<file path="config.mk">
export PLATFORM = sky130hd
export DESIGN_NAME = cit_queue
export DESIGN_NICKNAME = d
export VERILOG_FILES = /design/src/hw/rtl/cit_pkg.sv /design/src/hw/rtl/cit_queue.sv
export SDC_FILE = /design/constraint.sdc
export NUM_CORES = 1
export LEC_CHECK = 0
export BUFFER_PORTS_ARGS = -buffer_cell sky130_fd_sc_hd__buf_2
export CAP_MARGIN = 0
export CORE_UTILIZATION = 61
export DETAILED_ROUTE_END_ITERATION = 10
export GPL_TIMING_DRIVEN = 0
export PLACE_DENSITY = 0.84
export SLEW_MARGIN = 20
export SYNTH_ARGS = -nofsm -noshare
export SYNTH_HDL_FRONTEND = slang
export SYNTH_SLANG_ARGS = --single-unit
</file>
<file path="constraint.sdc">
create_clock -name clk_i -period 4 [get_ports clk_i]
set_clock_uncertainty 0.05 [all_clocks]
set_input_delay 0 -clock clk_i [delete_from_list [all_inputs] [get_ports clk_i]]
set_output_delay 0 -clock clk_i [all_outputs]
set_load 0.05 [all_outputs]
</file>
<file path="src/hw/rtl/cit_pkg.sv">
// shared types, constants and sample tables of the complex index interpolator
package cit_pkg;

  localparam int unsigned ROM_POINTS  = 24;
  localparam int unsigned WAVE_W      = 16;
  localparam int unsigned VAL_W       = 16;
  localparam int unsigned SEG_W       = $clog2(ROM_POINTS);
  localparam int unsigned QUEUE_DEPTH = 4;

  // sample wavelengths in 0.1 nm, strictly ascending
  localparam logic [WAVE_W-1:0] ROM_WAVE [ROM_POINTS] = '{
    16'd2066, 16'd2254, 16'd2480, 16'd2755, 16'd3100, 16'd3542, 16'd4133, 16'd4275,
    16'd4428, 16'd4592, 16'd4769, 16'd4959, 16'd5166, 16'd5391, 16'd5636, 16'd5904,
    16'd6199, 16'd6526, 16'd6888, 16'd7293, 16'd7749, 16'd8266, 16'd8856, 16'd9534
  };

  // real index, unsigned q4.12
  localparam logic [VAL_W-1:0] ROM_RE [ROM_POINTS] = '{
    16'd5923,  16'd5923,  16'd7651,  16'd10043, 16'd10260, 16'd10363, 16'd11608, 16'd12317,
    16'd12841, 16'd13074, 16'd13230, 16'd13414, 16'd13767, 16'd14651, 16'd15557, 16'd15606,
    16'd15413, 16'd15172, 16'd14942, 16'd14750, 16'd14574, 16'd14410, 16'd14352, 16'd14336
  };

  // extinction coefficient, unsigned q4.12
  localparam logic [VAL_W-1:0] ROM_IM [ROM_POINTS] = '{
    16'd6963, 16'd7864, 16'd8847, 16'd8110, 16'd6717, 16'd6717, 16'd7496, 16'd7455,
    16'd7004, 16'd6636, 16'd6390, 16'd6308, 16'd6390, 16'd6390, 16'd5366, 16'd4342,
    16'd3604, 16'd3097, 16'd2732, 16'd2425, 16'd2208, 16'd2044, 16'd1720, 16'd1638
  };

  typedef enum logic [1:0] {
    REGION_INTERP = 2'd0,
    REGION_BELOW  = 2'd1,
    REGION_ABOVE  = 2'd2
  } region_e;

  // classified item handed from the front to the back
  typedef struct packed {
    logic [WAVE_W-1:0] wave;
    logic [SEG_W-1:0]  seg;
    region_e           region;
  } cit_item_t;

endpackage

</file>
<file path="src/hw/rtl/cit_queue.sv">
// short fifo of classified items between front and back
module cit_queue (
  input  logic               clk_i,
  input  logic               rst_ni,
  input  logic               in_valid_i,
  output logic               in_ready_o,
  input  cit_pkg::cit_item_t in_item_i,
  output logic               out_valid_o,
  input  logic               out_ready_i,
  output cit_pkg::cit_item_t out_item_o
);
  import cit_pkg::*;

  localparam int unsigned PTR_W = $clog2(QUEUE_DEPTH);

  cit_item_t        mem_q [QUEUE_DEPTH];
  logic [PTR_W-1:0] wr_ptr_q, wr_ptr_d, rd_ptr_q, rd_ptr_d;
  logic [PTR_W:0]   count_q, count_d;
  logic             push, pop;

  assign in_ready_o  = count_q != (PTR_W+1)'(QUEUE_DEPTH);
  assign out_valid_o = count_q != '0;
  assign push        = in_valid_i && in_ready_o;
  assign pop         = out_valid_o && out_ready_i;
  assign out_item_o  = mem_q[rd_ptr_q];

  always_comb begin
    wr_ptr_d = push ? wr_ptr_q + PTR_W'(1) : wr_ptr_q;
    rd_ptr_d = pop ? rd_ptr_q + PTR_W'(1) : rd_ptr_q;
    count_d  = count_q;
    if (push && !pop) begin
      count_d = count_q + (PTR_W+1)'(1);
    end else if (pop && !push) begin
      count_d = count_q - (PTR_W+1)'(1);
    end
  end

  always_ff @(posedge clk_i or negedge rst_ni) begin
    if (!rst_ni) begin
      wr_ptr_q <= '0;
      rd_ptr_q <= '0;
      count_q  <= '0;
    end else begin
      wr_ptr_q <= wr_ptr_d;
      rd_ptr_q <= rd_ptr_d;
      count_q  <= count_d;
    end
  end

  always_ff @(posedge clk_i) begin
    if (push) begin
      mem_q[wr_ptr_q] <= in_item_i;
    end
  end

endmodule

</file>
==> results of run 1 <==
## power groups by stage
stage               Sequential, mW  Combinational [mW]  Clock (mW)
finish                        1.46                1.55       0.686
global route                  1.48                1.63       0.723
global placement              1.46                1.47           0
floorplan                     1.45                1.22           0
detailed placement            1.49                1.53           0
CTS                           1.46                1.55       0.687
## worst max-delay path by stage
stage / depth (start not counted) / to / from / slack (ps)
finish: 8 / count_q[2]$_DFFE_PN0P_ / count_q[0]$_DFFE_PN0P_ / 1710
global route: 8 / count_q[2]$_DFFE_PN0P_ / count_q[1]$_DFFE_PN0P_ / 1550
CTS: 3 / mem_q[0][14]$_DFFE_PP_ / count_q[0]$_DFFE_PN0P_ / 1670
detailed placement: 3 / mem_q[0][7]$_DFFE_PP_ / count_q[0]$_DFFE_PN0P_ / 1680
global placement: 3 / mem_q[0][16]$_DFFE_PP_ / count_q[0]$_DFFE_PN0P_ / 1860
floorplan: 8 / count_q[2]$_DFFE_PN0P_ / count_q[1]$_DFFE_PN0P_ / 1690
## per-stage QoR
stage,std cells,area (um^2),util (%),setup slack [ps],hold slack [ps]
global route,324,4600,77.3,1550,51.9
finish,324,4600,77.3,1710,57.8
floorplan,156,3770,-,1690,-346
global placement,282,4120,69.2,1860,-218
CTS,324,4600,77.2,1670,45.0
detailed placement,282,4120,69.2,1680,-211
## cell type report
type	count	area [um^2]	area share, %
Sequential cell	99	2940	63.8
Multi-Input combinational cell	48	762	16.6
Timing Repair Buffer	77	515	11.2
Clock buffer	10	128	2.77
Tap cell	75	93.8	2.04
Clock inverter	6	88.8	1.93
Buffer	6	66.3	1.44
Inverter	3	11.3	0.245
## routing by layer
metal  up-vias  part of all wire (%)
met5         -                     0
met4         0                   2.5
met3        15                   3.6
met2        61                    54
met1       942                    40
li1        818                     -
## registers in the layout, indices dropped and copies added (netlist names)
register,count
count_q,3
mem_q,92
rd_ptr_q,2
wr_ptr_q,2
## timing repair
action	in CTS	in global routing
endpoints found under the hold margin	101	0
hold buffers	26	0
setup endpoints to repair	0	0
buffers inserted	0	0
## synth_stat cells, drive strengths merged
cell | instances | share of area (%)
edfxtp | 92 | 73
mux4 | 23 | 14
dfrtp | 7 | 4.6
buf | 6 | 1.8
ha | 5 | 1.7
and2 | 4 | 0.66
xnor2 | 4 | 0.93
inv | 3 | 0.30
mux2 | 2 | 0.60
nand2 | 2 | 0.20
nor2 | 2 | 0.20
xor2 | 2 | 0.46
a21boi | 1 | 0.30
fa | 1 | 0.53
nand3 | 1 | 0.13
or3 | 1 | 0.17
## worst min-delay path, delay by kind of cell
kind | cells | cell delay (ps)
buf+inv | 1 | 100
compound gates | 1 | 190
xor+xnor | 1 | 130
## kinds of logic after synthesis
| kind of cell | Yosys count | share of synthesized area (%) |
|---|---|---|
| DFF | 99 | 77.9 |
| muxes | 25 | 14.8 |
| and+or+nand+nor | 10 | 1.36 |
| buffers and inverters | 9 | 2.06 |
| xor gates and xnor gates | 6 | 1.39 |
| adders and majority gates | 6 | 2.19 |
| AOI/OAI and AO/OA | 1 | 0.298 |
==> metrics, run 1 <==
status=completed; grt met2 use=38.5%; initial antenna violation count=0; Yosys Warn Count=0; Area Overhead vs Synth=22.0%; WHS Endpoint=wr_ptr_q[0]$_DFFE_PN0P_; min-delay src=in_valid_i; Net Switching=1.45 mW; commonest non-fill, non-tap cell in the layout=edfxtp_1; Layout Nets=277; crit-path most repeated cell=xor2_1; clk buf depth=2; transition time of the tightest slew-check pin=635 ps; Hold Path Class=in -> reg; reg2reg path depth=8; synthesized instance count=156; fmax=0.436 GHz; crit share post-route=57.3%; Hold Vio Cnt, Final=0; combinational group share of total power=41.9%; layout cell share with drive strength beyond 1=39.0%; antenna cells=0; # IOs=52; synthesized flop and latch total=99; grt total ovfl=0; Cell variety after synth=19; Die H=80.6 um; Slew HR=57.7%; via-per-instance ratio=5.67; Slowest-stage cell, CP=dfrtp_1; TritonCTS clock tree=yes; crit-path cells=or3_1 -> nand2_1 -> ha_1 -> inv_1 -> fa_1 -> xor2_1 -> nor2_1 -> xor2_1; Mean Syn Cell Area=24.2 um^2; number of nets still failing antenna checks after routing=0; Synth Net Count=189; internal power=2.25 mW; CP endpoint kind=flop; Setup CP Type=reg -> reg; worst skew pair latency=340 ps; Pwr Total=3.69 mW; number of fill cells=329; vias=1836; power density over the cells=803 nW/um^2; largest fanout on the critical path=4; Worst R2R Start=count_q[0]$_DFFE_PN0P_; crit path buf inv count=1; Max VDD drop=607 uV; crit-path max cell delay=450 ps; capturing point of the worst reg2reg path=count_q[2]$_DFFE_PN0P_; Pleak=1.65 nW; Critical Path AT=2510 ps; Seq/Total Area, Yosys=77.9%; via count of the first global-routing pass=1869; drt drc=0; Flop pwr share=39.5%; Worst EP required=4220 ps; global-route wire length before repair=10.1 mm; clock-pin slew on the worst setup and hold paths=90 ps; routed wire length=6.64 mm; Final setup viols=0; Placer Congestion=0.686; Die ar.=6500 um^2; largest net degree at the start of global routing=24; Core ar.=5960 um^2; Most Crowded Layer GR=met2; min Tclk post-route=2290 ps; met1 usage=28.9%; delay-heaviest family, CP=simple AND/OR/NAND/NOR gates; max_cap viols=0; GRT Util Overall=23.0%; post-cts resize count=0; commonest cells after routing, fill and taps aside=92 x edfxtp_1, 54 x buf_2, 26 x dlygate4sd3_1; Final Max Slew Viols=0; Placement Rows=28; setup repair after global routing missed its margin=no; port buffer count=51; clock sinks=99; Setup crit start kind=flop; met3 Use GR=4.09%; Sum Neg Setup Slack=0 ps; initial core utilization=63.3%; HPWL Detailed=4.06 mm; chip width=80.6 um; sw frac=39.1%; clk root buf=clkbuf_8; Clock Power Share=18.6%; DR pass1 iterations=4; H-Tree Depth=3; wire length per cell=20.5 um; drt initial violations=61; flop-to-flop setup slack=1710 ps; CTS Buf Count=9; hold depth=3; Synth Cell Area=3770 um^2
Power figures use the tool's default switching activity.
==> run 2, diff against run 1 <==
--- a/config.mk
+++ b/config.mk
@@ -7,10 +7,10 @@
 export LEC_CHECK = 0
 export BUFFER_PORTS_ARGS = -buffer_cell sky130_fd_sc_hd__buf_2
 export CAP_MARGIN = 0
-export CORE_UTILIZATION = 61
+export CORE_UTILIZATION = 51
 export DETAILED_ROUTE_END_ITERATION = 10
 export GPL_TIMING_DRIVEN = 0
-export PLACE_DENSITY = 0.84
+export PLACE_DENSITY = 0.75
 export SLEW_MARGIN = 20
 export SYNTH_ARGS = -nofsm -noshare
 export SYNTH_HDL_FRONTEND = slang
==> constraint.sdc (replaced) <==
create_clock -name clk_i -period 1.9 [get_ports clk_i]
set_clock_uncertainty 0.05 [all_clocks]
set_input_delay 0 -clock clk_i [delete_from_list [all_inputs] [get_ports clk_i]]
set_output_delay 0 -clock clk_i [all_outputs]
set_load 0.05 [all_outputs]
==> metrics, run 2 (synthesis results as in run 1) <==
# IOs=52 (unchanged); setup repair after global routing missed its margin=yes; initial core utilization=54.0% (-9.3 points); Pwr Total=7.71 mW (+110%); worst skew pair latency=350 ps (about the same); crit share post-route=105% (+48 points); clock-pin slew on the worst setup and hold paths=80 ps (about the same); Placer Congestion=0.650 (-5.4%); Die H=88.0 um (+9.1%); final setup margin=-102 ps (-1810 ps); routed wire length=6.15 mm (-7.3%); via-per-instance ratio=5.16 (-8.9%); failing checks=setup timing; Setup CP Type=reg -> reg; power density over the cells=1640 nW/um^2 (+100%); number of fill cells=482 (+47%); Worst EP required=2130 ps (-2090 ps); Placement Setup Slack=-86.6 ps (-1760 ps); grt total ovfl=0 (unchanged); antenna cells=0 (unchanged); commonest cells after routing, fill and taps aside=92 x edfxtp_1, 54 x buf_2, 26 x dlygate4sd3_1; initial antenna violation count=0 (unchanged); HPWL Detailed=3.57 mm (-12%); Core ar.=6980 um^2 (+17%); Pleak=1.69 nW (+2.3%); port buffer count=51 (unchanged); clk root buf=clkbuf_8; chip width=88.0 um (+9.1%); Placed Cells=303 (+7.4%); Die ar.=7740 um^2 (+19%); largest net degree at the start of global routing=24 (unchanged); max_cap viols=0 (unchanged); CTS Buf Count=9 (unchanged); vias=1823 (-0.71%); Finished Layout Cells=353 (+9.0%); commonest non-fill, non-tap cell in the layout=edfxtp_1; number of nets still failing antenna checks after routing=0 (unchanged); H-Tree Depth=3 (unchanged); Max VDD drop=940 uV (+55%); fmax=0.499 GHz (+15%); min Tclk post-route=2000 ps (-291 ps); Area Overhead vs Synth=24.7%; Setup crit start kind=flop; Sum Neg Setup Slack=-115 ps (-115 ps); global-route wire length before repair=9.58 mm (-5.1%); Critical Path AT=2230 ps (-280 ps); Layout Nets=285 (+2.9%); largest fanout on the critical path=4 (unchanged); number of flip-flops in the largest register=92 (unchanged); clk buf depth=2 (unchanged); Hold Vio Cnt, Final=0 (unchanged); layout cell share with drive strength beyond 1=43.6% (+4.6 points); transition time of the tightest slew-check pin=370 ps (-265 ps); Largest regs=mem_q: 92 flops, count_q: 3 flops; clock sinks=99 (unchanged); drt drc=0 (unchanged); wire length per cell=17.4 um (-15%); via count of the first global-routing pass=1938 (+3.7%); TritonCTS clock tree=yes; Placement Rows=30 (+7.1%); DR pass1 iterations=4 (unchanged); Hold Path Class=in -> reg; status=finished with violations; CP endpoint kind=flop; GRT Util Overall=17.8% (-5.2 points); drt initial violations=107 (+75%); Most flops, register=mem_q; Final setup viols=2 (+2); Final Max Slew Viols=0 (unchanged); Slew HR=75.3% (+18 points)
==> run 2: layout make-up <==
cell class                 instances  area (um^2)  area share [%]
tap                               96          120            2.55
buffer                             6         66.3            1.41
clock inverter                     7         67.6            1.44
sequential                        99         2940            62.5
multi-input combinational         48          801            17.0
timing repair buffer              85          576            12.2
inverter                           3         11.3           0.239
clock buffer                       9          124            2.63
==> run 2: timing repair <==
| item | in CTS | in global routing |
|---|---|---|
| endpoints found under the hold margin | 101 | 0 |
| endpoints found under the setup margin | 94 | 94 |
| hold buffers | 26 | 0 |
| buffers inserted | 6 | 2 |
| pin swaps | 2 | 0 |
| resized for setup | 1 | 5 |
==> run 2: final timing paths <==
check | slack, ps | to | depth (start not counted) | startpoint
setup / recovery | -100 | count_q[2]$_DFFE_PN0P_ | 8 | count_q[0]$_DFFE_PN0P_
hold reg to reg | 530 | wr_ptr_q[1]$_DFFE_PN0P_ | 1 | wr_ptr_q[1]$_DFFE_PN0P_
hold / removal | 80 | wr_ptr_q[0]$_DFFE_PN0P_ | 4 | in_valid_i
min in group asynchronous | 550 | count_q[2]$_DFFE_PN0P_ | 3 | rst_ni
max in group asynchronous | 980 | count_q[0]$_DFFE_PN0P_ | 3 | rst_ni
setup reg to reg | -100 | count_q[2]$_DFFE_PN0P_ | 8 | count_q[0]$_DFFE_PN0P_
==> run 2: per-layer routing <==
layer | up-vias | GRT usage, % | share of wire (%)
li1 | 831 | - | -
met1 | 935 | 22.5 | 45
met2 | 46 | 28.6 | 50
met3 | 11 | 3.77 | 3.8
met4 | 0 | 10.6 | 1.8
met5 | - | 0 | 0
==> run 2: critical path: stages (launching register included) <==
cell     delay [ps]
dfrtp_2         450
or3_4           400
nand2_4          80
ha_4            130
inv_2            40
fa_2            320
xor2_1          150
nor2_1          130
xor2_1          180
==> run 2: through the flow <==
stage	hold WS [ps]	util [%]	area, um^2
floorplan	-346	-	3800
detailed placement	-207	59.9	4180
finish	76.5	67.4	4700
global route	132	67.4	4700
CTS	45.9	67.1	4680
global placement	-211	59.9	4180
==> run 2: where the power goes <==
part	internal, mW	switching (mW)
Combinational	1.20	2.18
Sequential	2.90	0.138
Clock	0.604	0.688
