--- config.mk ---
export PLATFORM = sky130hd
export DESIGN_NAME = cit_back
export DESIGN_NICKNAME = d
export VERILOG_FILES = /design/src/hw/rtl/cit_pkg.sv /design/src/hw/rtl/cit_back.sv
export SDC_FILE = /design/constraint.sdc
export NUM_CORES = 2
export LEC_CHECK = 0
export BUFFER_PORTS_ARGS = -buffer_cell sky130_fd_sc_hd__buf_2
export CORE_ASPECT_RATIO = 2
export CORE_UTILIZATION = 35
export CTS_CLUSTER_SIZE = 40
export DETAILED_ROUTE_END_ITERATION = 8
export SYNTH_ARGS = -nofsm -noshare
export SYNTH_HDL_FRONTEND = slang
export SYNTH_SLANG_ARGS = --single-unit
--- constraint.sdc ---
create_clock -name clk_i -period 64.2 [get_ports clk_i]
set_input_delay 12.84 -clock clk_i [delete_from_list [all_inputs] [get_ports clk_i]]
set_output_delay 12.84 -clock clk_i [all_outputs]
set_load 0.05 [all_outputs]
--- src/hw/rtl/cit_pkg.sv ---
// shared types, constants and sample tables of the complex index interpolator
package cit_pkg;

  localparam int unsigned ROM_POINTS  = 24;
  localparam int unsigned WAVE_W      = 16;
  localparam int unsigned VAL_W       = 16;
  localparam int unsigned SEG_W       = $clog2(ROM_POINTS);
  localparam int unsigned QUEUE_DEPTH = 4;

  // sample wavelengths in 0.1 nm, strictly ascending
  localparam logic [WAVE_W-1:0] ROM_WAVE [ROM_POINTS] = '{
    16'd2066, 16'd2254, 16'd2480, 16'd2755, 16'd3100, 16'd3542, 16'd4133, 16'd4275,
    16'd4428, 16'd4592, 16'd4769, 16'd4959, 16'd5166, 16'd5391, 16'd5636, 16'd5904,
    16'd6199, 16'd6526, 16'd6888, 16'd7293, 16'd7749, 16'd8266, 16'd8856, 16'd9534
  };

  // real index, unsigned q4.12
  localparam logic [VAL_W-1:0] ROM_RE [ROM_POINTS] = '{
    16'd5923,  16'd5923,  16'd7651,  16'd10043, 16'd10260, 16'd10363, 16'd11608, 16'd12317,
    16'd12841, 16'd13074, 16'd13230, 16'd13414, 16'd13767, 16'd14651, 16'd15557, 16'd15606,
    16'd15413, 16'd15172, 16'd14942, 16'd14750, 16'd14574, 16'd14410, 16'd14352, 16'd14336
  };

  // extinction coefficient, unsigned q4.12
  localparam logic [VAL_W-1:0] ROM_IM [ROM_POINTS] = '{
    16'd6963, 16'd7864, 16'd8847, 16'd8110, 16'd6717, 16'd6717, 16'd7496, 16'd7455,
    16'd7004, 16'd6636, 16'd6390, 16'd6308, 16'd6390, 16'd6390, 16'd5366, 16'd4342,
    16'd3604, 16'd3097, 16'd2732, 16'd2425, 16'd2208, 16'd2044, 16'd1720, 16'd1638
  };

  typedef enum logic [1:0] {
    REGION_INTERP = 2'd0,
    REGION_BELOW  = 2'd1,
    REGION_ABOVE  = 2'd2
  } region_e;

  // classified item handed from the front to the back
  typedef struct packed {
    logic [WAVE_W-1:0] wave;
    logic [SEG_W-1:0]  seg;
    region_e           region;
  } cit_item_t;

endpackage

--- src/hw/rtl/cit_back.sv ---
// back end: sample lookup, weighting products and pipelined restoring divide
module cit_back #(
  parameter int unsigned POINTS_USED = 24
) (
  input  logic                      clk_i,
  input  logic                      rst_ni,
  input  logic                      in_valid_i,
  output logic                      in_ready_o,
  input  cit_pkg::cit_item_t        in_item_i,
  output logic                      out_valid_o,
  input  logic                      out_ready_i,
  output logic [cit_pkg::VAL_W-1:0] out_re_o,
  output logic [cit_pkg::VAL_W-1:0] out_im_o,
  output cit_pkg::region_e          out_region_o
);
  import cit_pkg::*;

  localparam int unsigned LAST      = POINTS_USED - 1;
  localparam int unsigned DIV_STEPS = VAL_W;
  localparam int unsigned PROD_W    = VAL_W + WAVE_W;

  logic adv;

  // lookup stage
  logic              v0_q;
  logic [VAL_W-1:0]  a_re_d, b_re_d, a_im_d, b_im_d, a_re_q, b_re_q, a_im_q, b_im_q;
  logic [WAVE_W-1:0] d1_d, d2_d, span_d, d1_q, d2_q, span0_q;
  region_e           reg0_q;

  // product stage
  logic              v1_q;
  logic [PROD_W-1:0] pa_re_q, pb_re_q, pa_im_q, pb_im_q;
  logic [WAVE_W-1:0] span1_q;
  region_e           reg1_q;

  // divider stages, index 0 holds the weighted sum
  logic              vd_q   [DIV_STEPS+1];
  logic [WAVE_W-1:0] rre_q  [DIV_STEPS+1];
  logic [VAL_W-1:0]  lre_q  [DIV_STEPS+1];
  logic [WAVE_W-1:0] rim_q  [DIV_STEPS+1];
  logic [VAL_W-1:0]  lim_q  [DIV_STEPS+1];
  region_e           regd_q [DIV_STEPS+1];
  logic [WAVE_W-1:0] spand_q [DIV_STEPS];

  logic [WAVE_W-1:0] rre_d [DIV_STEPS];
  logic [VAL_W-1:0]  lre_d [DIV_STEPS];
  logic [WAVE_W-1:0] rim_d [DIV_STEPS];
  logic [VAL_W-1:0]  lim_d [DIV_STEPS];
  logic [PROD_W-1:0] sum_re, sum_im;

  assign adv        = !vd_q[DIV_STEPS] || out_ready_i;
  assign in_ready_o = adv;

  // clamped items go through as a*1/1
  always_comb begin
    logic [SEG_W-1:0] s0, s1;
    s0     = in_item_i.seg;
    s1     = in_item_i.seg + SEG_W'(1);
    a_re_d = ROM_RE[s0];
    b_re_d = ROM_RE[s1];
    a_im_d = ROM_IM[s0];
    b_im_d = ROM_IM[s1];
    d1_d   = in_item_i.wave - ROM_WAVE[s0];
    d2_d   = ROM_WAVE[s1] - in_item_i.wave;
    span_d = ROM_WAVE[s1] - ROM_WAVE[s0];
    unique case (in_item_i.region)
      REGION_BELOW: begin
        a_re_d = ROM_RE[0];
        b_re_d = ROM_RE[0];
        a_im_d = ROM_IM[0];
        b_im_d = ROM_IM[0];
        d1_d   = '0;
        d2_d   = WAVE_W'(1);
        span_d = WAVE_W'(1);
      end
      REGION_ABOVE: begin
        a_re_d = ROM_RE[LAST];
        b_re_d = ROM_RE[LAST];
        a_im_d = ROM_IM[LAST];
        b_im_d = ROM_IM[LAST];
        d1_d   = '0;
        d2_d   = WAVE_W'(1);
        span_d = WAVE_W'(1);
      end
      default: begin
      end
    endcase
  end

  // sum stays below 2^VAL_W * span, so it fits the product width
  assign sum_re = pa_re_q + pb_re_q;
  assign sum_im = pa_im_q + pb_im_q;

  // one quotient bit per stage
  always_comb begin
    logic [WAVE_W:0] t_re, t_im, dv;
    logic            ge_re, ge_im;
    for (int k = 0; k < DIV_STEPS; k++) begin
      dv       = {1'b0, spand_q[k]};
      t_re     = {rre_q[k], lre_q[k][VAL_W-1]};
      t_im     = {rim_q[k], lim_q[k][VAL_W-1]};
      ge_re    = t_re >= dv;
      ge_im    = t_im >= dv;
      rre_d[k] = ge_re ? WAVE_W'(t_re - dv) : t_re[WAVE_W-1:0];
      rim_d[k] = ge_im ? WAVE_W'(t_im - dv) : t_im[WAVE_W-1:0];
      lre_d[k] = {lre_q[k][VAL_W-2:0], ge_re};
      lim_d[k] = {lim_q[k][VAL_W-2:0], ge_im};
    end
  end

  always_ff @(posedge clk_i or negedge rst_ni) begin
    if (!rst_ni) begin
      v0_q <= 1'b0;
      v1_q <= 1'b0;
      for (int k = 0; k <= DIV_STEPS; k++) begin
        vd_q[k] <= 1'b0;
      end
    end else if (adv) begin
      v0_q    <= in_valid_i;
      v1_q    <= v0_q;
      vd_q[0] <= v1_q;
      for (int k = 0; k < DIV_STEPS; k++) begin
        vd_q[k+1] <= vd_q[k];
      end
    end
  end

  always_ff @(posedge clk_i) begin
    if (adv) begin
      a_re_q  <= a_re_d;
      b_re_q  <= b_re_d;
      a_im_q  <= a_im_d;
      b_im_q  <= b_im_d;
      d1_q    <= d1_d;
      d2_q    <= d2_d;
      span0_q <= span_d;
      reg0_q  <= in_item_i.region;

      pa_re_q <= a_re_q * d2_q;
      pb_re_q <= b_re_q * d1_q;
      pa_im_q <= a_im_q * d2_q;
      pb_im_q <= b_im_q * d1_q;
      span1_q <= span0_q;
      reg1_q  <= reg0_q;

      rre_q[0]   <= sum_re[PROD_W-1:VAL_W];
      lre_q[0]   <= sum_re[VAL_W-1:0];
      rim_q[0]   <= sum_im[PROD_W-1:VAL_W];
      lim_q[0]   <= sum_im[VAL_W-1:0];
      spand_q[0] <= span1_q;
      regd_q[0]  <= reg1_q;
      for (int k = 0; k < DIV_STEPS; k++) begin
        rre_q[k+1]  <= rre_d[k];
        lre_q[k+1]  <= lre_d[k];
        rim_q[k+1]  <= rim_d[k];
        lim_q[k+1]  <= lim_d[k];
        regd_q[k+1] <= regd_q[k];
      end
      for (int k = 0; k < DIV_STEPS - 1; k++) begin
        spand_q[k+1] <= spand_q[k];
      end
    end
  end

  assign out_valid_o  = vd_q[DIV_STEPS];
  assign out_re_o     = lre_q[DIV_STEPS];
  assign out_im_o     = lim_q[DIV_STEPS];
  assign out_region_o = regd_q[DIV_STEPS];

  // remainders of the last stage are not needed
  logic unused_rem;
  assign unused_rem = ^{rre_q[DIV_STEPS], rim_q[DIV_STEPS]};

endmodule

==> flow_metrics.env <==
export IMPL_postSynth_topFlopCell="sky130_fd_sc_hd__edfxtp_1"
export IMPL_total_routed_length_um=322100
export IMPL_synth_nets=12090
export IMPL_cts_tree="yes"
export IMPL_synthDominantAreaCellType="sky130_fd_sc_hd__edfxtp_1"
export IMPL_fraction_of_synthesized_cell_area_taken_by_the_top_area_cell_type_pct=41.87
export IMPL_worstSetupStartpointType="input pin"
export IMPL_route_detailed_wl_per_inst_um=21.79
export IMPL_slew_headroom_pct=1.321
export IMPL_cts_hold_buf=0
export IMPL_dp_hpwl_um=255600
export IMPL_synth_yosys_warnings=0
export IMPL_critPathCapture="in_ready_o"
export IMPL_chipWidth_um=406.6
export IMPL_status="finished, violations left"
export IMPL_grt_start_max_net_pins=155
export IMPL_area_growth_synth_to_final_pct=9.365
export IMPL_cpMostUsedCell="sky130_fd_sc_hd__buf_2"
export IMPL_dominant_cells_by_area_after_synthesis="sky130_fd_sc_hd__edfxtp_1 (42%), sky130_fd_sc_hd__fa_1 (12%), sky130_fd_sc_hd__ha_1 (12%)"
export IMPL_syn_area_sq_mm=0.1146
export IMPL_hold_viol=0
export IMPL_top_level_ports=63
export IMPL_max_slew_worst_pin_slew_ns=1.471
export IMPL_synth_yosys_seq_area_share_pct=42.28
export IMPL_share_of_synthesized_registers_carrying_an_async_set_or_reset_pct=1.175
export IMPL_cts_path_max_buffers=4
export IMPL_synthDistinctLibCells=95
export IMPL_post_synth_top_count_cell="sky130_fd_sc_hd__edfxtp_1"
export IMPL_detailedRoute_firstIterationViolations=3409
export IMPL_post_route_drc_count=0
export IMPL_setup_repair_after_global_routing_missed_its_margin="no"
export IMPL_synthesis_area_per_instance_sq_um=11.16
export IMPL_timing_reg2reg_setup_slack_ns=56.64
export IMPL_gp_routability_congestion=0.9659
export IMPL_regToRegEndpoint="pa_im_q[31]$_DFFE_PP_"
export IMPL_cts_sinks=1617
export IMPL_vias_in_the_first_global_route=81090
export IMPL_crit_path_end_kind="primary output"
export IMPL_postSynthCellCount=10270
export IMPL_synth_seq_cells=1617
export IMPL_final_period_minus_worst_setup_slack_ns=26.84
export IMPL_edff_count_synth=1598
export IMPL_via_density_per_instance=5.116
export IMPL_die_height_um=811.3
export IMPL_crit_share_post_route_pct=41.80
export IMPL_synth_top_cells_by_count="sky130_fd_sc_hd__edfxtp_1 (1,598), sky130_fd_sc_hd__inv_1 (1,270), sky130_fd_sc_hd__ha_1 (1,084)"
export IMPL_die_area_sq_mm=0.3299
export IMPL_final_layout_size_suffix_gt1_share_pct=7.217
export IMPL_h_tree_depth=4
export IMPL_fp_coreArea_sq_mm=0.3252
export IMPL_clock_skew_final_ns=0.09563
export IMPL_grt_util_all_layers_pct=19.39
export IMPL_drv_max_cap_violation_count=1
export IMPL_final_worst_hold_slack_ns=0.3527
export IMPL_vias=75600
export IMPL_pre_cts_slack_ns=37.35
export IMPL_clock_latency_reported_for_the_late_side_of_the_worst_skew_pair_ns=0.87
export IMPL_drt_antenna_violating_nets=0
export IMPL_final_critical_path_setup_slack_ns=37.36
export IMPL_num_nets_final=12140
export IMPL_postCtsSetupBuffers=0
export IMPL_worstPathArrival_ns=14.00
export IMPL_reg2reg_from="a_im_q[6]$_DFFE_PP_"
export IMPL_ctsRootBufferMaster="sky130_fd_sc_hd__clkbuf_16"
export IMPL_timing_critical_path_slowest_cell_delay_ns=0.38
export IMPL_critical_path_cell_list="buf_2, nor2b_2, buf_4, inv_8, buf_2"
export IMPL_drt_pass1_iterations=5
export IMPL_grt_pass1_wl_um=473300
export IMPL_overflow=0
export IMPL_cts_resized=0
export IMPL_cts_buffers_inserted=169
export IMPL_cp_slowest_cell="sky130_fd_sc_hd__inv_8"
export IMPL_failing_checks="capacitance limit"
export IMPL_worstSetupStartpoint="out_ready_i"
export IMPL_holdCritPathClass="reg -> reg"
export IMPL_reg2reg_depth=21
export IMPL_setup_tns_ns=0
export IMPL_start_util_pct=35.25
export IMPL_required_time_of_the_critical_path_ns=51.36
export IMPL_timing_critical_path_fanout_max=68
export IMPL_cell_row_count=296
export IMPL_timing_setup_critical_path_class="in -> out"
export IMPL_max_freq_mhz=37.26
export IMPL_cts_clk_slew_worst_paths_ns=0.06
export IMPL_grt_antenna_before_repair=14
export IMPL_io_buffers=62
export IMPL_report_final_slew_viol_count=0
export IMPL_setup_violations_final=0
==> metal layers <==
| metal | routed length (um) | global-route usage, % | up-vias |
|---|---|---|---|
| met2 | 188500 | 40.11 | 1626 |
| met1 | 85130 | 13.70 | 37280 |
| met5 | 64 | 0 | - |
| met3 | 9073 | 2.397 | 1083 |
| li1 | - | - | 35600 |
| met4 | 39300 | 20.27 | 10 |
==> critical path: cells and delay by family <==
family / cells / cell delay, ns
buffers and inverters: 4 / 1.03
and+or+nand+nor: 1 / 0.03
==> per-stage QoR <==
step	utilization (%)	area (sq um)	cells
2_1_floorplan	-	114600	10270
3_3_place_gp	36.91	120000	14470
3_5_place_dp	36.91	120000	14470
4_1_cts	38.54	125300	14770
5_1_grt	38.54	125300	14770
6_report	38.55	125300	14780
==> cell usage in the layout (no fill, tap or decap), types with 25 or more instances in the layout <==
cell                        count
sky130_fd_sc_hd__a211oi_1      49
sky130_fd_sc_hd__a21boi_0      54
sky130_fd_sc_hd__a21o_1       275
sky130_fd_sc_hd__a21oi_1      631
sky130_fd_sc_hd__a31oi_1       53
sky130_fd_sc_hd__and2_1       455
sky130_fd_sc_hd__and3_1        28
sky130_fd_sc_hd__buf_2         62
sky130_fd_sc_hd__buf_4        141
sky130_fd_sc_hd__clkbuf_1      26
sky130_fd_sc_hd__clkbuf_16    171
sky130_fd_sc_hd__clkinv_1      33
sky130_fd_sc_hd__clkinv_2      25
sky130_fd_sc_hd__edfxtp_1    1598
sky130_fd_sc_hd__fa_1         703
sky130_fd_sc_hd__ha_1        1084
sky130_fd_sc_hd__inv_1       1269
sky130_fd_sc_hd__mux2_2       226
sky130_fd_sc_hd__mux2i_1       39
sky130_fd_sc_hd__nand2_1      877
sky130_fd_sc_hd__nand2b_1      94
sky130_fd_sc_hd__nand3_1      109
sky130_fd_sc_hd__nand4_1       74
sky130_fd_sc_hd__nor2_1       507
sky130_fd_sc_hd__nor2b_1      131
sky130_fd_sc_hd__nor3_1        98
sky130_fd_sc_hd__o211ai_1      37
sky130_fd_sc_hd__o21a_1        60
sky130_fd_sc_hd__o21ai_0      401
sky130_fd_sc_hd__o21ai_1       34
sky130_fd_sc_hd__o21bai_1      56
sky130_fd_sc_hd__o31ai_1       43
sky130_fd_sc_hd__or3_1         38
sky130_fd_sc_hd__or4_1         27
sky130_fd_sc_hd__xnor2_1      363
sky130_fd_sc_hd__xor2_1       202
==> cell type report <==
type	count	area, sq um
Clock inverter	97	919.6
Multi-Input combinational cell	7056	59970
Antenna cell	10	25.02
Inverter	1276	4797
Clock buffer	197	4377
Fill cell	32030	199800
Tap cell	4321	5406
Sequential cell	1617	48460
Timing Repair Buffer	204	1389
==> worst min path at each step <==
stage / endpoint / slack, ns / depth (start not counted) / start
after detailed placement: lim_q[0][114]$_DFFE_PP_ / 0.40 / 0 / lim_q[0][97]$_DFFE_PP_
after global routing: lre_q[0][75]$_DFFE_PP_ / 0.35 / 0 / lre_q[0][58]$_DFFE_PP_
final: lre_q[0][75]$_DFFE_PP_ / 0.35 / 0 / lre_q[0][58]$_DFFE_PP_
after CTS: lre_q[0][75]$_DFFE_PP_ / 0.34 / 0 / lre_q[0][58]$_DFFE_PP_
after global placement: lre_q[0][18]$_DFFE_PP_ / 0.40 / 0 / lre_q[0][1]$_DFFE_PP_
after floorplan: lim_q[0][100]$_DFFE_PP_ / 0.40 / 0 / lim_q[0][83]$_DFFE_PP_
==> logic make-up after synthesis <==
group                      synth area share (%)
buffers and inverters                     5.456
xor gates and xnor gates                  4.341
and+or+nand+nor                           10.60
muxes                                     2.794
AOI/OAI and AO/OA                         10.41
adders and majority gates                 24.11
DFF                                       42.28
==> state kept, by name (all words and copies together) (netlist names) <==
| signal | flops |
|---|---|
| v1_q | 1 |
| out_valid_o | 1 |
| rre_q | 256 |
| a_im_q | 14 |
| lre_q | 272 |
| span1_q | 16 |
| pa_re_q | 32 |
| pa_im_q | 32 |
| span0_q | 16 |
| pb_im_q | 32 |
| v0_q | 1 |
| d1_q | 16 |
| rim_q | 256 |
| reg0_q | 2 |
| pb_re_q | 32 |
| b_re_q | 14 |
| vd_q | 16 |
| b_im_q | 14 |
| reg1_q | 2 |
| a_re_q | 14 |
| d2_q | 16 |
| lim_q | 272 |
| regd_q | 34 |
| spand_q | 256 |
Power is left out: the tool's default activity adds up to more than one toggle a clock period on the data nets, which glitch-free logic cannot reach.
