$ cat src/hw/rtl/cit_pkg.sv
// shared types, constants and sample tables of the complex index interpolator
package cit_pkg;

  localparam int unsigned ROM_POINTS  = 24;
  localparam int unsigned WAVE_W      = 16;
  localparam int unsigned VAL_W       = 16;
  localparam int unsigned SEG_W       = $clog2(ROM_POINTS);
  localparam int unsigned QUEUE_DEPTH = 4;

  // sample wavelengths in 0.1 nm, strictly ascending
  localparam logic [WAVE_W-1:0] ROM_WAVE [ROM_POINTS] = '{
    16'd2066, 16'd2254, 16'd2480, 16'd2755, 16'd3100, 16'd3542, 16'd4133, 16'd4275,
    16'd4428, 16'd4592, 16'd4769, 16'd4959, 16'd5166, 16'd5391, 16'd5636, 16'd5904,
    16'd6199, 16'd6526, 16'd6888, 16'd7293, 16'd7749, 16'd8266, 16'd8856, 16'd9534
  };

  // real index, unsigned q4.12
  localparam logic [VAL_W-1:0] ROM_RE [ROM_POINTS] = '{
    16'd5923,  16'd5923,  16'd7651,  16'd10043, 16'd10260, 16'd10363, 16'd11608, 16'd12317,
    16'd12841, 16'd13074, 16'd13230, 16'd13414, 16'd13767, 16'd14651, 16'd15557, 16'd15606,
    16'd15413, 16'd15172, 16'd14942, 16'd14750, 16'd14574, 16'd14410, 16'd14352, 16'd14336
  };

  // extinction coefficient, unsigned q4.12
  localparam logic [VAL_W-1:0] ROM_IM [ROM_POINTS] = '{
    16'd6963, 16'd7864, 16'd8847, 16'd8110, 16'd6717, 16'd6717, 16'd7496, 16'd7455,
    16'd7004, 16'd6636, 16'd6390, 16'd6308, 16'd6390, 16'd6390, 16'd5366, 16'd4342,
    16'd3604, 16'd3097, 16'd2732, 16'd2425, 16'd2208, 16'd2044, 16'd1720, 16'd1638
  };

  typedef enum logic [1:0] {
    REGION_INTERP = 2'd0,
    REGION_BELOW  = 2'd1,
    REGION_ABOVE  = 2'd2
  } region_e;

  // classified item handed from the front to the back
  typedef struct packed {
    logic [WAVE_W-1:0] wave;
    logic [SEG_W-1:0]  seg;
    region_e           region;
  } cit_item_t;

endpackage

$ cat src/hw/rtl/cit_front.sv
// front end: compares the wavelength with the sample points and picks the segment
module cit_front #(
  parameter int unsigned POINTS_USED = 24
) (
  input  logic                      clk_i,
  input  logic                      rst_ni,
  input  logic                      in_valid_i,
  output logic                      in_ready_o,
  input  logic [cit_pkg::WAVE_W-1:0] in_wave_i,
  output logic                      out_valid_o,
  input  logic                      out_ready_i,
  output cit_pkg::cit_item_t        out_item_o
);
  import cit_pkg::*;

  localparam int unsigned LAST = POINTS_USED - 1;

  logic                   adv;
  logic                   v1_q, v2_q;
  logic [WAVE_W-1:0]      wave_q;
  logic [POINTS_USED-1:0] ge_d, ge_q;
  logic                   above_d, above_q;
  cit_item_t              item_d, item_q;

  assign adv        = !v2_q || out_ready_i;
  assign in_ready_o = adv;

  always_comb begin
    for (int i = 0; i < POINTS_USED; i++) begin
      ge_d[i] = in_wave_i >= ROM_WAVE[i];
    end
    above_d = in_wave_i > ROM_WAVE[LAST];
  end

  // thermometer code to segment index, top segment ends at the last point
  always_comb begin
    logic [SEG_W-1:0] seg;
    seg = '0;
    for (int i = 0; i < LAST; i++) begin
      if (ge_q[i] && ((i == LAST - 1) || !ge_q[i+1])) begin
        seg = seg | SEG_W'(i);
      end
    end
    item_d.wave = wave_q;
    item_d.seg  = seg;
    if (!ge_q[0]) begin
      item_d.region = REGION_BELOW;
    end else if (above_q) begin
      item_d.region = REGION_ABOVE;
    end else begin
      item_d.region = REGION_INTERP;
    end
  end

  always_ff @(posedge clk_i or negedge rst_ni) begin
    if (!rst_ni) begin
      v1_q <= 1'b0;
      v2_q <= 1'b0;
    end else if (adv) begin
      v1_q <= in_valid_i;
      v2_q <= v1_q;
    end
  end

  always_ff @(posedge clk_i) begin
    if (adv) begin
      wave_q  <= in_wave_i;
      ge_q    <= ge_d;
      above_q <= above_d;
      item_q  <= item_d;
    end
  end

  assign out_valid_o = v2_q;
  assign out_item_o  = item_q;

endmodule

$ cat config.mk
export PLATFORM = sky130hd
export DESIGN_NAME = cit_front
export DESIGN_NICKNAME = d
export VERILOG_FILES = /design/src/hw/rtl/cit_pkg.sv /design/src/hw/rtl/cit_front.sv
export SDC_FILE = /design/constraint.sdc
export NUM_CORES = 1
export LEC_CHECK = 0
export ABC_AREA = 1
export BUFFER_PORTS_ARGS = -buffer_cell sky130_fd_sc_hd__buf_4
export CAP_MARGIN = 20
export CORE_MARGIN = 1.5
export CORE_UTILIZATION = 53
export CTS_BUF_LIST = sky130_fd_sc_hd__clkbuf_2 sky130_fd_sc_hd__clkbuf_4 sky130_fd_sc_hd__clkbuf_8
export CTS_CLUSTER_DIAMETER = 200
export CTS_CLUSTER_SIZE = 28
export DETAILED_ROUTE_END_ITERATION = 8
export GPL_TIMING_DRIVEN = 0
export PLACE_DENSITY = 0.83
export SLEW_MARGIN = 20
export SYNTH_ARGS = -nofsm -noshare
export SYNTH_HDL_FRONTEND = slang
export SYNTH_SLANG_ARGS = --single-unit
$ cat constraint.sdc
create_clock -name clk_i -period 2.2 [get_ports clk_i]
set_input_delay 0.22 -clock clk_i [delete_from_list [all_inputs] [get_ports clk_i]]
set_output_delay 0.22 -clock clk_i [all_outputs]
set_load 0.005 [all_outputs]
==> reports/metrics.csv, run 1 <==
stage;metric;value;unit
outcome;status;finished clean;
timing;setup_tns;0;ns
global_route;grt_pass1_vias;2422;
drt;drt_iter0_drc;289;
logic_synthesis;seq_area_frac_synth;0.615;
timing;grt_setup_unrepaired;no;
cts;cts_max_level;3;
finish;drive_gt1_frac;0.203;
placed_design;dp_hpwl;5.44;mm
timing;worstMarginPinSlew;0.844;ns
timing;finalSetupViolations;0;
drt;drtAntennaViolNets;0;
placed_design;port-buffer-count;44;
floorplanning;fp.coreArea;0.00564;mm²
finish;diodes;0;
placed_design;place_congestion;0.996;
timing;max_freq;542;MHz
hold_path;hp-class;input port to flip-flop;
critical_path;cp-start-kind;flip-flop;
critical_path;crit_fanout;67;
floorplanning;die_y;80.2;µm
critical_path;path_cells;nand2_4 -> buf_4;
cts;postCtsSetupRepairBufs;0;
floorplanning;fp.dieArea;0.00643;mm²
drt;avgRoutedWirePerCell;15.8;µm
floorplanning;io_pins;45;
cts;cts_buffers;9;
finish;fin_area;0.00380;mm²
placed_design;pre_cts_ws;0.702;ns
floorplanning;die_w;80.2;µm
critical_path;rr_worst_depth;1;
power_and_ir_drop;p_leak;0.00156;µW
logic_synthesis;synth_nets;359;
critical_path;end_kind;primary output;
drt;vias;2583;
timing;finalHoldViolations;0;
critical_path;setup.worst_path.start;out_valid_o$_DFFE_PN0P_;
timing;hold_slack;0.0633;ns
cts;cts_tree;done;
critical_path;worstSetupPathType;flip-flop to primary output;
timing;setup_ws;0.353;ns
timing;post-route-period-util;0.839;
critical_path;r2r-start;out_valid_o$_DFFE_PN0P_;
cts;clk_path_buf_depth;2;
hold_path;hold_depth;1;
cts;clock_latency;0.34;ns
timing;maxSlewViolCount;0;
logic_synthesis;syn_inst;339;
critical_path;crit_slowest_cell;nand2_4;
drt;routed_wl;7.46;mm
placed_design;dpl_cell_area;0.00359;mm²
timing;finalClockSkew;0.00737;ns
timing;slew_headroom;0.438;
finish;layout.nets;415;
global_route;antenna_found_initial;0;
cts;cts_num_sinks;65;
power_and_ir_drop;irDropWorstVdd;564;µV
timing;fin_crit;1.85;ns
global_route;grt_pass1_wl;11.7;mm
logic_synthesis;synthDistinctLibCells;26;
hold_path;hold_start;in_wave_i[5];
critical_path;cp.required;1.98;ns
cts;clkTransAtPathRegs;0.07;ns
cts;root_buffer;clkbuf_8;
global_route;overflow;0;
drt;via_per_inst;5.47;
cts;postCtsHoldBufs;1;
cts;cts_resized;0;
logic_synthesis;syn_area;0.00316;mm²
drt;firstDrtPassIters;5;
job;max-cap-violations;0;
logic_synthesis;ys.warnings.count;0;
global_route;grt_usage;0.250;
floorplanning;rows;27;
finish;area_growth;20.4;%
global_route;grt_max_degree;68;
power_and_ir_drop;powerDensity;762;mW/mm²
drt;remaining_drc_errors;0;
critical_path;slowest_delay;0.62;ns
floorplanning;start_util;0.560;
critical_path;crit_arrival;1.63;ns
logic_synthesis;ys_seq_elements;65;
logic_synthesis;syn_avg_cell_area;9.32;µm²
finish;nFillCells;439;
-- final timing paths --
check | to | slack [ns]
max | in_ready_o | 0.35
max reg2reg | ge_q[12]$_DFFE_PP_ | 0.77
max in group asynchronous | v1_q$_DFFE_PN0P_ | 1.90
min reg2reg | out_item_o[18]$_DFFE_PP_ | 0.42
min in group asynchronous | out_valid_o$_DFFE_PN0P_ | 0.21
min | wave_q[5]$_DFFE_PP_ | 0.06
-- power breakdown --
part	switching [µW]	internal (µW)
clock	421	607
combinational	220	129
sequential	34.3	1490
-- worst max-delay path, delay by kind of cell, from the launching register on --
kind / cells / cell delay [ns]
buf+inv: 1 / 0.23
simple gates: 1 / 0.62
flops: 1 / 0.41
-- per-stage QoR --
step,total power [µW],std cells,util
final,2900,472,0.674
after global routing,3000,472,0.674
after CTS,2910,472,0.674
after detailed placement,1890,455,0.636
after global placement,1880,455,0.635
after floorplan,1710,339,-
-- area by class of cell --
type,instances,area (µm²),area share
flip-flops and latches,65,1940,0.511
multi-input cells,225,1030,0.272
repair buffers,45,340,0.0895
clock buffers,13,166,0.0438
inverters,44,165,0.0434
well taps,72,90.1,0.0237
clock inverters,3,40.0,0.0105
plain buffers,5,26.3,0.00691
-- flip-flops by register name (all words and copies together) (netlist names) --
register / count
wave_q: 16
above_q: 1
out_valid_o: 1
ge_q: 23
out_item_o: 23
v1_q: 1
-- per-layer routing --
| layer | global-route usage | up-vias | routed length, µm |
|---|---|---|---|
| li1 | - | 1260 | - |
| met3 | 0.0739 | 18 | 639 |
| met5 | 0 | - | 0 |
| met1 | 0.312 | 1168 | 3020 |
| met4 | 0.107 | 0 | 187 |
| met2 | 0.403 | 137 | 3610 |
-- cells in the final DEF (no fill, tap or decap), types with 2 or more instances in the layout --
cell type | netlist | layout
o21ai_0 | 26 | 26
a21oi_1 | 24 | 24
nor3_2 | 3 | 3
nand4_1 | 6 | 6
buf_4 | 1 | 45
nor2_2 | 3 | 3
dfrtp_1 | 2 | 2
nand2_1 | 83 | 82
nand2_2 | 2 | 2
o211ai_1 | 3 | 3
o21ai_1 | 2 | 2
clkbuf_4 | 0 | 2
buf_2 | 3 | 3
clkbuf_8 | 0 | 11
nor2_4 | 2 | 2
inv_1 | 39 | 39
nor3_1 | 6 | 6
nor2_1 | 45 | 45
clkinv_2 | 0 | 2
inv_2 | 4 | 4
edfxtp_1 | 63 | 63
nand3_1 | 15 | 15
-- cell usage after synthesis --
cell type	number	share of area
nand2_1	83	0.099
edfxtp_1	63	0.60
nor2_1	45	0.053
inv_1	39	0.046
o21ai_0	26	0.041
a21oi_1	24	0.038
nand3_1	15	0.024
nand4_1	6	0.012
nor3_1	6	0.0095
inv_2	4	0.0048
buf_2	3	0.0048
nor2_2	3	0.0059
nor3_2	3	0.0095
o211ai_1	3	0.0071
dfrtp_1	2	0.016
nand2_2	2	0.0040
nor2_4	2	0.0071
o21ai_1	2	0.0032
a22oi_1	1	0.0024
and2_1	1	0.0020
buf_4	1	0.0024
clkbuf_1	1	0.0012
clkinv_1	1	0.0012
nand3_2	1	0.0032
o22ai_1	1	0.0020
or2_2	1	0.0020
-- cell families after synthesis --
logic type | synth area share
and+or+nand+nor | 0.231
DFF | 0.615
AOI/OAI and AO/OA | 0.0939
buffers and inverters | 0.0606
(Power assumes the default switching activity.)
==> run 2, diff against run 1 <==
Settings changed: CORE_UTILIZATION 53 to 59, PLACE_DENSITY 0.83 to 0.87.
Clock period 2.2 ns to 1.7 ns, I/O delays scaled along.
==> run 2 against run 1 <==
Net effect: critical path depth did not move; highest routed layer unchanged; sequential power is 29% higher; sequential share of layout area is the same; die area shrank 9.8%; power is 29% higher; clock power rose by 27%.
==> reports/metrics.csv, run 2 (synthesis gave the netlist of run 1 again) <==
stage;metric;value;unit;change
outcome;status;finished clean;;
cts;cts_max_level;3;;unchanged
cts;clock_latency;0.34;ns;about the same
cts;postCtsSetupRepairBufs;0;;unchanged
global_route;grt_max_degree;68;;unchanged
drt;vias;2576;;-0.27%
global_route;grtUsageMet3;0.0659;;-0.00800
timing;finalHoldViolations;0;;unchanged
power_and_ir_drop;powerDensity;981;mW/mm²;+29%
power_and_ir_drop;p_leak;0.00155;µW;-0.73%
hold_path;hold_start;in_wave_i[5];;
power_and_ir_drop;combPwrFrac;0.123;;+0.002
timing;maxSlewViolCount;0;;unchanged
cts;clk_path_buf_depth;2;;unchanged
finish;area_growth;20.4;%;unchanged
drt;drtAntennaViolNets;0;;unchanged
timing;finalClockSkew;0.00702;ns;-0.000350 ns
global_route;grt_pass1_vias;2484;;+2.6%
hold_path;hp-class;input port to flip-flop;;
floorplanning;rows;26;;-3.7%
hold_path;hold_depth;1;;unchanged
critical_path;r2r_slack;0.44;ns;-0.33 ns
drt;avgRoutedWirePerCell;16.1;µm;+2.2%
finish;layout.nets;415;;unchanged
critical_path;rr_worst_depth;3;;+2
floorplanning;io_pins;45;;unchanged
finish;final_common_cell;nand2_1;;
global_route;grt_pass1_wl;12.2;mm;+4.0%
drt;firstDrtPassIters;5;;unchanged
timing;post-route-period-util;0.934;;
cts;root_buffer;clkbuf_8;;
critical_path;r2r-start;ge_q[21]$_DFFE_PP_;;
critical_path;worstSetupPathType;flip-flop to primary output;;
critical_path;cp-start-kind;flip-flop;;
placed_design;port-buffer-count;44;;unchanged
placed_design;place_congestion;0.919;;-7.7%
power_and_ir_drop;p_clk_frac;0.351;;-0.004
drt;routed_wl;7.59;mm;+1.8%
critical_path;cp.required;1.53;ns;-0.45 ns
floorplanning;die_y;76.2;µm;-5.0%
finish;nFillCells;397;;-9.6%
critical_path;crit_arrival;1.42;ns;-0.21 ns
timing;setup_ws;0.112;ns;-0.242 ns
critical_path;end_kind;primary output;;
timing;max_freq;630;MHz;
placed_design;pre_cts_ws;0.203;ns;-0.499 ns
timing;hold_slack;0.0151;ns;-0.0482 ns
global_route;busiest_layer;met2;;
job;max-cap-violations;0;;unchanged
timing;grt_setup_unrepaired;no;;
global_route;grtUsageMet2;0.459;;+0.0569
hold_path;hold_end;wave_q[5]$_DFFE_PP_;;
drt;remaining_drc_errors;0;;unchanged
floorplanning;start_util;0.615;;+0.0547
power_and_ir_drop;seq_power_share;0.526;;about the same
timing;fin_crit;1.59;ns;
finish;drive_gt1_frac;0.200;;-0.00250
power_and_ir_drop;switching_share;0.245;;+0.0119
global_route;grt_use_met1;0.362;;+0.0500
cts;cts_tree;done;;
global_route;antenna_found_initial;0;;unchanged
timing;slew_headroom;0.672;;+0.235
drt;via_per_inst;5.48;;+0.15%
finish;diodes;0;;unchanged
power_and_ir_drop;power.switching;914;µW;+35%
drt;drt_iter0_drc;297;;+2.8%
floorplanning;die_w;76.2;µm;-5.0%
power_and_ir_drop;p_int;2820;µW;+27%
timing;worstMarginPinSlew;0.492;ns;-0.352 ns
cts;cts_buffers;9;;unchanged
critical_path;crit_fanout;67;;unchanged
timing;finalSetupViolations;0;;unchanged
global_route;overflow;0;;unchanged
floorplanning;fp.dieArea;0.00580;mm²;-9.8%
floorplanning;fp.coreArea;0.00514;mm²;-8.9%
cts;clkTransAtPathRegs;0.07;ns;about the same
placed_design;dp_hpwl;5.57;mm;+2.5%
critical_path;worstReg2RegEnd;out_item_o[4]$_SDFFCE_PP1P_;;
cts;cts_num_sinks;65;;unchanged
finish;layout_common_cells;82 x nand2_1, 63 x edfxtp_1, 45 x buf_4, 45 x nor2_1, 39 x inv_1;;
power_and_ir_drop;irDropWorstVdd;825;µV;+46%
global_route;grt_usage;0.279;;+0.0290
[run 2: cell count changes in the layout (fill, tap and decap cells not counted), sizes merged]
cell / previous run / this run
clkbuf: 14 / 12
clkinvlp: 0 / 1
clkinv: 3 / 4
[run 2: final cells by class]
cell class	instances	area (µm²)	area share
Timing Repair Buffer	45	340	0.0895
Clock buffer	11	145	0.0382
Sequential cell	65	1940	0.511
Multi-Input combinational cell	225	1040	0.274
Buffer	5	26.3	0.00691
Clock inverter	5	55.1	0.0145
Inverter	44	165	0.0434
Tap cell	70	87.6	0.0230
[run 2: worst max path at each step]
stage	from	slack (ns)	endpoint	cells past startpoint
2_1_floorplan	out_valid_o$_DFFE_PN0P_	0.10	above_q$_DFFE_PP_	1
3_3_place_gp	out_valid_o$_DFFE_PN0P_	-0.12	in_ready_o	2
3_5_place_dp	in_wave_i[5]	0.20	ge_q[20]$_DFFE_PP_	8
4_1_cts	out_valid_o$_DFFE_PN0P_	0.11	in_ready_o	2
5_1_grt	out_valid_o$_DFFE_PN0P_	0.05	in_ready_o	2
6_report	out_valid_o$_DFFE_PN0P_	0.11	in_ready_o	2
[run 2: power by group through the flow]
stage,Combinational [µW],Clock [µW],Sequential [µW]
final,457,1310,1960
after global routing,500,1390,1980
after floorplan,211,0,2000
after detailed placement,446,0,2000
after CTS,455,1330,1970
after global placement,435,0,1990
[run 2: timing repair]
action                                  CTS  global route
gates resized for setup                   1             0
endpoints found under the setup margin    1             0
endpoints found under the hold margin     2             0
hold buffers                              1             0
[run 2: routing by layer]
layer | wire length [µm] | share of wire | vias to the layer above
met5 | 0 | 0 | -
met4 | 191 | 0.025 | 0
met3 | 538 | 0.071 | 20
met2 | 3790 | 0.50 | 131
met1 | 3070 | 0.41 | 1171
li1 | - | - | 1254
[run 2: worst max-delay path, stage by stage, from the launching register on]
cell and delay [ns]:
dfrtp_1 0.45, nand2_8 0.40, buf_4 0.20
[run 2: through the flow]
step / utilization / total power (µW) / cell area (µm²) / setup TNS (ns) / cells
finish: 0.740 / 3730 / 3800 / 0 / 470
global route: 0.740 / 3870 / 3800 / 0 / 470
CTS: 0.740 / 3750 / 3800 / 0 / 470
detailed placement: 0.697 / 2450 / 3580 / 0 / 453
global placement: 0.696 / 2430 / 3580 / -5.82 / 453
floorplan: - / 2210 / 3160 / 0 / 339
==> run 3, diff against run 2 <==
Settings changed: CORE_UTILIZATION 59 to 53, PLACE_DENSITY 0.87 to 0.83.
Clock period 1.7 ns to 1.4 ns, I/O delays scaled along.
==> run 3 against run 2 <==
Net effect: register-to-register slack lost 0.39 ns; non-clock buffer count increased by 6; critical path type is now flip-flop to flip-flop; power rose by 16%; final cell count is 2.1% higher; largest power group unchanged; global-route usage decreased by 1.6 points.
==> reports/metrics.csv, run 3 (synthesis gave the netlist of run 1 again) <==
stage;metric;value;unit;change
global_route;antenna_found_initial;0;;unchanged
job;max-cap-violations;0;;unchanged
power_and_ir_drop;powerDensity;1120;mW/mm²;+14%
floorplanning;fp.coreArea;0.00564;mm²;+9.8%
finish;layout_common_cells;82 x nand2_1, 63 x edfxtp_1, 45 x buf_4, 45 x nor2_1, 39 x inv_1;;
power_and_ir_drop;irDropWorstVdd;688;µV;-17%
hold_path;hold_end;v1_q$_DFFE_PN0P_;;
timing;finalSetupViolations;0;;unchanged
hold_path;hp-class;input port to flip-flop;;
drt;via_per_inst;5.46;;-0.45%
cts;clkTransAtPathRegs;0.07;ns;about the same
placed_design;port-buffer-count;44;;unchanged
cts;root_buffer;clkbuf_8;;
critical_path;slowest_delay;0.43;ns;-0.02 ns
power_and_ir_drop;p_clk_frac;0.312;;-0.039
timing;worstMarginPinSlew;0.462;ns;-0.0296 ns
finish;final_common_cell;nand2_1;;
critical_path;r2r-start;ge_q[21]$_DFFE_PP_;;
critical_path;crit_fanout;3;;-96%
critical_path;cp_num_buf_inv;0;;-1
floorplanning;die_y;80.2;µm;+5.3%
finish;layout.nets;423;;+1.9%
cts;postCtsSetupRepairBufs;0;;unchanged
drt;routed_wl;7.75;mm;+2.1%
cts;cts_buffers;9;;unchanged
global_route;grt_usage;0.263;;-0.0161
timing;max_freq;743;MHz;
timing;finalHoldViolations;0;;unchanged
global_route;grt_pass1_wl;12.4;mm;+1.9%
critical_path;end_kind;flip-flop;;
hold_path;hold_start;in_valid_i;;
drt;vias;2619;;+1.7%
floorplanning;io_pins;45;;unchanged
cts;cts_max_level;3;;unchanged
power_and_ir_drop;p_leak;0.00158;µW;+1.8%
critical_path;cp.required;1.48;ns;-0.05 ns
floorplanning;fp.dieArea;0.00643;mm²;+11%
critical_path;rr_worst_depth;3;;unchanged
global_route;overflow;0;;unchanged
critical_path;setup.worst_path.start;ge_q[21]$_DFFE_PP_;;
critical_path;worstSetupPathType;flip-flop to flip-flop;;
placed_design;place_congestion;0.950;;+3.3%
hold_path;hold_depth;3;;+2
timing;grt_setup_unrepaired;no;;
critical_path;crit_slowest_cell;edfxtp_1;;
critical_path;path_cells;or2_2 -> nor3_1 -> nand3_1;;
floorplanning;start_util;0.560;;-0.0547
drt;remaining_drc_errors;0;;unchanged
timing;finalClockSkew;0.0115;ns;+0.00446 ns
cts;clock_latency;0.34;ns;about the same
finish;drive_gt1_frac;0.206;;+0.00588
critical_path;r2r_slack;0.05;ns;-0.39 ns
critical_path;cp-start-kind;flip-flop;;
power_and_ir_drop;seq_power_share;0.553;;+0.027
critical_path;crit_cells;3;;+1
power_and_ir_drop;p_int;3240;µW;+15%
drt;drt_iter0_drc;189;;-36%
power_and_ir_drop;switching_share;0.250;;+0.00527
power_and_ir_drop;power.switching;1080;µW;+18%
finish;nFillCells;428;;+7.8%
critical_path;path_delay_family;simple AND/OR/NAND/NOR gates;;
power_and_ir_drop;p_total;4330;µW;+16%
finish;area_growth;22.1;%;
timing;post-route-period-util;0.961;;
timing;slew_headroom;0.692;;+0.0198
cts;cts_tree;done;;
drt;avgRoutedWirePerCell;16.1;µm;about the same
drt;drtAntennaViolNets;0;;unchanged
timing;fin_crit;1.35;ns;
cts;cts_num_sinks;65;;unchanged
finish;diodes;0;;unchanged
power_and_ir_drop;combPwrFrac;0.135;;+0.012
timing;maxSlewViolCount;0;;unchanged
placed_design;dp_hpwl;5.37;mm;-3.6%
outcome;status;finished clean;;
cts;clk_path_buf_depth;2;;unchanged
critical_path;worstReg2RegEnd;out_item_o[4]$_SDFFCE_PP1P_;;
floorplanning;die_w;80.2;µm;+5.3%
floorplanning;rows;27;;+3.8%
timing;hold_slack;0.00880;ns;-0.00634 ns
global_route;grt_pass1_vias;2544;;+2.4%
drt;firstDrtPassIters;6;;+1
timing;setup_tns;0;ns;unchanged
critical_path;crit_arrival;1.43;ns;about the same
global_route;grt_max_degree;35;;-49%
run 3: power groups by stage:
stage / Sequential [µW] / Combinational [µW] / Clock, µW
2_1_floorplan: 2420 / 258 / 0
6_report: 2390 / 584 / 1350
5_1_grt: 2410 / 641 / 1440
3_3_place_gp: 2420 / 529 / 0
3_5_place_dp: 2430 / 541 / 0
4_1_cts: 2390 / 568 / 1380
run 3: timing repair:
item | in CTS | in global routing
setup endpoints to repair | 64 | 1
pin swaps | 1 | 1
gates cloned | 1 | 1
gates resized for setup | 2 | 0
hold endpoints to repair | 8 | 0
hold buffers | 7 | 0
run 3: per-stage QoR:
stage	utilization	cells	worst slack, ns	instance area (µm²)
3_5_place_dp	0.636	455	-0.0383	3590
4_1_cts	0.682	479	0.00905	3850
2_1_floorplan	-	339	0.128	3170
5_1_grt	0.684	480	0.0384	3860
6_report	0.684	480	0.0540	3860
3_3_place_gp	0.636	455	0.00603	3590
run 3: worst min-delay path, stage by stage:
cell	delay (ns)
buf_4	0.07
nand2_1	0.04
o21ai_0	0.05
run 3: worst max path at each step:
stage | endpoint | slack, ns
final | out_item_o[4]$_SDFFCE_PP1P_ | 0.05
after global routing | out_item_o[4]$_SDFFCE_PP1P_ | 0.04
after CTS | in_ready_o | 0.009
after detailed placement | ge_q[21]$_DFFE_PP_ | -0.04
after global placement | ge_q[21]$_DFFE_PP_ | 0.006
after floorplan | above_q$_DFFE_PP_ | 0.13
run 3: final cells by class:
class,count,area (µm²),area share
multi-input cells,227,1060,0.276
clock buffers,12,146,0.0379
plain buffers,5,26.3,0.00681
well taps,72,90.1,0.0233
flip-flops and latches,65,1940,0.504
repair buffers,51,400,0.104
inverters,44,165,0.0428
clock inverters,4,22.5,0.00584
run 3: metal layers:
metal / share of wire / global-route usage / up-vias
met4: 0.031 / 0.117 / 0
met5: 0 / 0 / -
li1: - / - / 1273
met3: 0.072 / 0.0591 / 25
met1: 0.41 / 0.329 / 1196
met2: 0.49 / 0.434 / 125
